`config.mk`:
```
export PLATFORM = sky130hd
export DESIGN_NAME = ppj_front
export DESIGN_NICKNAME = d
export VERILOG_FILES = /design/src/rtl/core/ppj_pkg.sv /design/src/rtl/core/ppj_front.sv
export SDC_FILE = /design/constraint.sdc
export NUM_CORES = 1
export LEC_CHECK = 0
export ABC_AREA = 0
export BUFFER_PORTS_ARGS = -buffer_cell sky130_fd_sc_hd__buf_2
export CAP_MARGIN = 15
export CORE_MARGIN = 2
export CORE_UTILIZATION = 38
export CTS_BUF_LIST = sky130_fd_sc_hd__clkbuf_8
export DETAILED_ROUTE_END_ITERATION = 8
export RECOVER_POWER = 25
export SLEW_MARGIN = 10
export SYNTH_ARGS = -nofsm -noshare
export SYNTH_HDL_FRONTEND = slang
export SYNTH_SLANG_ARGS = --single-unit
```
`constraint.sdc`:
```
create_clock -name clk -period 5.3 [get_ports clk]
set_input_delay 1.06 -clock clk [delete_from_list [all_inputs] [get_ports clk]]
set_output_delay 1.06 -clock clk [all_outputs]
set_load 0.05 [all_outputs]
```
`src/rtl/core/ppj_pkg.sv`:
```
// Shared types and codes for the proximity pair join block.
package ppj_pkg;

	localparam int COORD_W   = 20;
	localparam int CAV_ID_W  = 16;
	localparam int THRESH_W  = 40;
	localparam int SQ_W      = 41;
	localparam int SUM_W     = 42;

	localparam logic [1:0] FUNC_CLEAR  = 2'd0;
	localparam logic [1:0] FUNC_APPEND = 2'd1;
	localparam logic [1:0] FUNC_QUERY  = 2'd2;

	typedef enum logic [1:0] {
		OP_CLEAR,
		OP_APPEND,
		OP_QUERY
	} op_t;

	typedef enum logic {
		BS_IDLE,
		BS_SCAN
	} back_state_t;

	typedef struct packed {
		logic [1:0]                 func;
		logic signed [COORD_W-1:0]  pos_x;
		logic signed [COORD_W-1:0]  pos_y;
		logic signed [COORD_W-1:0]  pos_z;
		logic [CAV_ID_W-1:0]        cavity_id;
	} in_item_t;

	typedef struct packed {
		logic [CAV_ID_W-1:0] query_id;
		logic [CAV_ID_W-1:0] ref_id;
		logic                last;
	} out_item_t;

	typedef struct packed {
		op_t                        op;
		logic signed [COORD_W-1:0]  x;
		logic signed [COORD_W-1:0]  y;
		logic signed [COORD_W-1:0]  z;
		logic [CAV_ID_W-1:0]        id;
	} cmd_t;

endpackage

```
`src/rtl/core/ppj_front.sv`:
```
// Front end: takes request items, decodes the function and queues commands.
module ppj_front (
	input  logic             clk,
	input  logic             arst_n,
	input  logic             req_valid,
	output logic             req_stall,
	input  ppj_pkg::in_item_t req,
	output logic             cmd_valid,
	output ppj_pkg::cmd_t    cmd,
	input  logic             cmd_pop
);
	import ppj_pkg::*;

	localparam int DEPTH = 2;

	cmd_t        fifo_q [DEPTH];
	logic        wr_ptr_q;
	logic        rd_ptr_q;
	logic [1:0]  fill_q;
	logic        keep;
	logic        push;
	cmd_t        dec;

	// Unused function codes are taken and dropped here.
	always_comb begin
		keep   = 1'b1;
		dec.op = OP_CLEAR;
		case (req.func)
			FUNC_CLEAR:  dec.op = OP_CLEAR;
			FUNC_APPEND: dec.op = OP_APPEND;
			FUNC_QUERY:  dec.op = OP_QUERY;
			default:     keep   = 1'b0;
		endcase
		dec.x  = req.pos_x;
		dec.y  = req.pos_y;
		dec.z  = req.pos_z;
		dec.id = req.cavity_id;
	end

	assign req_stall = (fill_q == 2'(DEPTH));
	assign push      = req_valid && !req_stall && keep;
	assign cmd_valid = (fill_q != 2'd0);
	assign cmd       = fifo_q[rd_ptr_q];

	always_ff @(posedge clk) begin
		if (push) begin
			fifo_q[wr_ptr_q] <= dec;
		end
	end

	always_ff @(posedge clk or negedge arst_n) begin
		if (!arst_n) begin
			wr_ptr_q <= 1'b0;
			rd_ptr_q <= 1'b0;
			fill_q   <= 2'd0;
		end else begin
			if (push) begin
				wr_ptr_q <= !wr_ptr_q;
			end
			if (cmd_pop) begin
				rd_ptr_q <= !rd_ptr_q;
			end
			fill_q <= fill_q + 2'(push) - 2'(cmd_pop);
		end
	end

	assert property (@(posedge clk) disable iff (!arst_n) cmd_pop |-> cmd_valid)
		else $error("command popped from an empty queue");
	assert property (@(posedge clk) disable iff (!arst_n) fill_q <= 2'(DEPTH))
		else $error("command queue overfilled");
	assert property (@(posedge clk) disable iff (!arst_n)
		(fill_q == 2'd0) |-> (wr_ptr_q == rd_ptr_q))
		else $error("queue pointers disagree with an empty queue");

endmodule

```
; Word level (Yosys, flattened, before mapping)
; Memory sizes are Yosys's and may differ from the RTL's.
; Cells that the tools add are included.
[op_classes]
mux = 4
n_eq_ne = 3
addsub = 2
reduce_logical = 8
[op_table]
columns = op, count
row1 = $eq 2x2->1 const B, 2
row2 = $pmux 2 s2, 1
row3 = $logic_not 1->1, 3
row4 = $mux 1, 3
row5 = $reduce_or 3->1, 1
row6 = $add 2x1->2, 1
row7 = $eq 2x1->1 const B, 1
row8 = $logic_and 1x1->1, 2
row9 = $logic_not 2->1, 1
row10 = $reduce_bool 2->1, 1
row11 = $sub 2x1->2, 1
[totals]
mem_count = 1
in_bits = 82
regBits = 4
wordCells = 21
ram_bits = 156
[memory_table]
columns = memory, depth, width, read_ports, rd_ports_with_merged_regs, wr, line
row1 = fifo_q, 2, 78, 1, 0, 1, ppj_front.sv:16  ; cmd_t fifo_q [DEPTH];

; Depth between registers and ports, before layout
[depth]
depth_word = 6
depth_mapped = 7
ltp_nobuf = 7

; Worst setup path before layout
; Ideal clock, no wire load.
[synth_path]
kind = input to register
start = input port req[77] (netlist bit)
end = memory fifo_q[0][0] (netlist bit) (enable)
path_slack_ns = 0.249
required_ns = 4.785
setup_ns = 0.515
arrival_time_ns = 4.536
n_path_buf = 0
stages = 3
path_cell_list = nand2_1 nand3b_1 nor2_1
[synth_between]
elab_chain_len = 6
word_cells_on_any_way = 8
[synth_rtl]
columns = item, line
row1 = start: declaration, ppj_front.sv:7  ; input ppj_pkg::in_item_t req,
row2 = "$eq 2x2->1, or another cell as far along", ppj_front.sv:28  ; case (req.func)
row3 = $reduce_or 3->1 (no line) *, -
row4 = $mux 1 *, ppj_front.sv:28
row5 = $logic_and 1x1->1 *, ppj_front.sv:41  ; assign push = req_valid && !req_stall && keep;
row6 = $mux 1 *, ppj_front.sv:46  ; if (push) begin
row7 = $mux 1 (implied by the code) *, ppj_front.sv:47  ; fifo_q[wr_ptr_q] <= dec;
row8 = end: declaration, ppj_front.sv:16
; Every way passes the cells marked *; elsewhere a longest branch is shown, timed or not.

==> flow_metrics.tcl <==
set metrics [dict create \
    clockPowerShare_pct 21.4 \
    synth.yosys.warnings 0 \
    r2r_setup_slack_ns 3.41 \
    dieHeight_um 128 \
    die_x_um 128 \
    synthCells 263 \
    final_cell_mix "edfxtp_1, buf_2, mux2_2" \
    hold_viol_final 0 \
    portBuffers 161 \
    p_comb_share_pct 38.0 \
    status "complete, no violations" \
    place_hpwl_um 6820 \
    cts_setup_buffers 0 \
    min_period_ns 3.36 \
    endpoint "cmd[27]" \
    r2r-start "fill_q[1]$_DFF_PN0_" \
    yosysTopAreaCellShare_pct 79.7 \
    cp_max_fo 79 \
    synth_cell_type_count 15 \
    drive_gt1_share_pct 57.3 \
    seq_power_share_pct 40.6 \
    arrival_ns 2.30 \
    via_count 2953 \
    clkTransAtPathRegs_ns 0.08 \
    final_common_cell "edfxtp_1" \
    dieArea_um2 16500 \
    startpoint "rd_ptr_q$_DFFE_PN0P_" \
    cts_tree "built" \
    setup_viol 0 \
    io_pins 162 \
    syn2layout_area_growth_pct 24.5 \
    grt_use_total_pct 13.1 \
    cts_sinks 160 \
    core-area_um2 15100 \
    grt_pass1_wl_um 16000 \
    critical_path_class "register to output port" \
    required_ns 4.24 \
    swShare_pct 39.9 \
    clock_latency_ns 0.44 \
    finalCritPeriodShare_pct 63.3 \
    post_cts_resized 0 \
    worst_clock_skew_ns 0.00838 \
    grt-ovfl-total 0 \
    start_util_pct 38.8 \
    maxCapViolCount 0 \
    wl_per_cell_um 16.4 \
    hp-class "input port to async pin" \
    worst_pin_slew_ns 1.13 \
    syn_area_um2 5880 \
    hold_buffers 0 \
    syn_nets 347 \
    cp-start-kind "register" \
    yosys.area.top_type "edfxtp_1" \
    root_buffer "clkbuf_8" \
    finalHoldWorstSlack_ns 0.447 \
    ys_top_cells_by_area "edfxtp_1, mux2_2, mux2_4" \
    drt_wl_total_um 10500 \
    rsz0062_at_grt "false" \
    p_leak_nw 2.71 \
    firstDrtPassIters 6 \
    gp_congestion 0.669 \
    grt_pass1_vias 3120 \
    r2r_cells 4 \
    avgSynthCellArea_um2 22.3 \
    power_switching_w 0.00180 \
    seq_area_frac_synth_pct 81.4 \
    relSlewSlack_pct 24.8 \
    fp-row-count 45 \
    drtAntennaViolNets 0 \
    fin_setup_tns_ns 0 \
    fillers 1279 \
    r2r-end "fifo_q[0][47]$_DFFE_PP_" \
    antenna_found_initial 2 \
    clock_path_buffers 2 \
    slew_viol_final 0 \
    cts_buffers 17 \
    drcViolationCount 0 \
    viasPerCell 4.63 \
    fmax_mhz 298 \
    drt_iter0_markers 165 \
    nets 522 \
    p_int_w 0.00271 \
    grt_max_degree 80 \
    ir_drop_mv 0.307 \
    antenna_cells 0 \
    ys_ff_latch 160 \
    power_density_nw_per_um2 617 \
    end_kind "output port" \
    htree_levels 4 \
]
==> layout make-up <==
type                            instances  area [µm²]  share of cell area [%]
Sequential cell                       160        4790                    65.5
Multi-Input combinational cell         92        1030                    14.1
Timing Repair Buffer                  165         815                    11.1
Tap cell                              188         235                    3.22
Clock buffer                           17         234                    3.20
Clock inverter                         14         199                    2.72
Inverter                                2        7.51                   0.103
==> logic make-up after synthesis <==
group	synth area share (%)
xor gates and xnor gates	0.596
adders and majority gates	0.426
and+or+nand+nor	0.745
DFF	81.4
buffers and inverters	1.21
muxes	15.6
==> critical path, stage by stage, from the launching register on <==
cell and delay, ns:
dfrtp_4 1.18, mux2_2 0.44, buf_2 0.22
==> per-stage QoR <==
step           cells  worst slack (ns)  utilization [%]  instance area, µm²  total power (W)
3_3_place_gp     607              2.39             45.6                6900          0.00359
6_report         638              1.94             48.3                7310          0.00451
4_1_cts          638              1.86             48.4                7330          0.00458
5_1_grt          638              1.80             48.3                7310          0.00472
2_1_floorplan    263             0.249                -                5880          0.00325
3_5_place_dp     607              2.37             45.6                6900          0.00361
==> cells in the mapped netlist, drive strengths merged <==
master  number
inv          2
dfrtp        4
xor2         1
or2          1
ha           2
buf          9
nand2        1
nor2b        3
nor2         2
edfxtp     156
nand3b       1
mux2        78
xnor2        3
==> per-layer routing <==
metal | track usage [%] | part of all wire (%)
met4 | 5.04 | 1.5
met5 | 0 | 0.29
met1 | 15.3 | 41
met3 | 6.69 | 9.1
met2 | 20.8 | 48
==> how the worst min path moves through the flow <==
stage          cells past startpoint                   end
2_1_floorplan                      1  wr_ptr_q$_DFFE_PN0P_
3_3_place_gp                       1   fill_q[0]$_DFF_PN0_
3_5_place_dp                       1   fill_q[0]$_DFF_PN0_
4_1_cts                            1   fill_q[1]$_DFF_PN0_
5_1_grt                            1   fill_q[1]$_DFF_PN0_
6_report                           1   fill_q[0]$_DFF_PN0_
==> state kept, by name, indices dropped and copies added (netlist names) <==
register,flops
fill_q,2
fifo_q,156
wr_ptr_q,1
rd_ptr_q,1
==> power groups by stage <==
stage	clock network, W	registers, W	logic [W]
after global routing	0.00105	0.00187	0.00179
after detailed placement	0	0.00187	0.00174
after floorplan	0	0.00175	0.00151
after global placement	0	0.00186	0.00173
final	0.000967	0.00183	0.00171
after CTS	0.00100	0.00184	0.00174
Note: power is estimated with default switching activity, not from simulation.
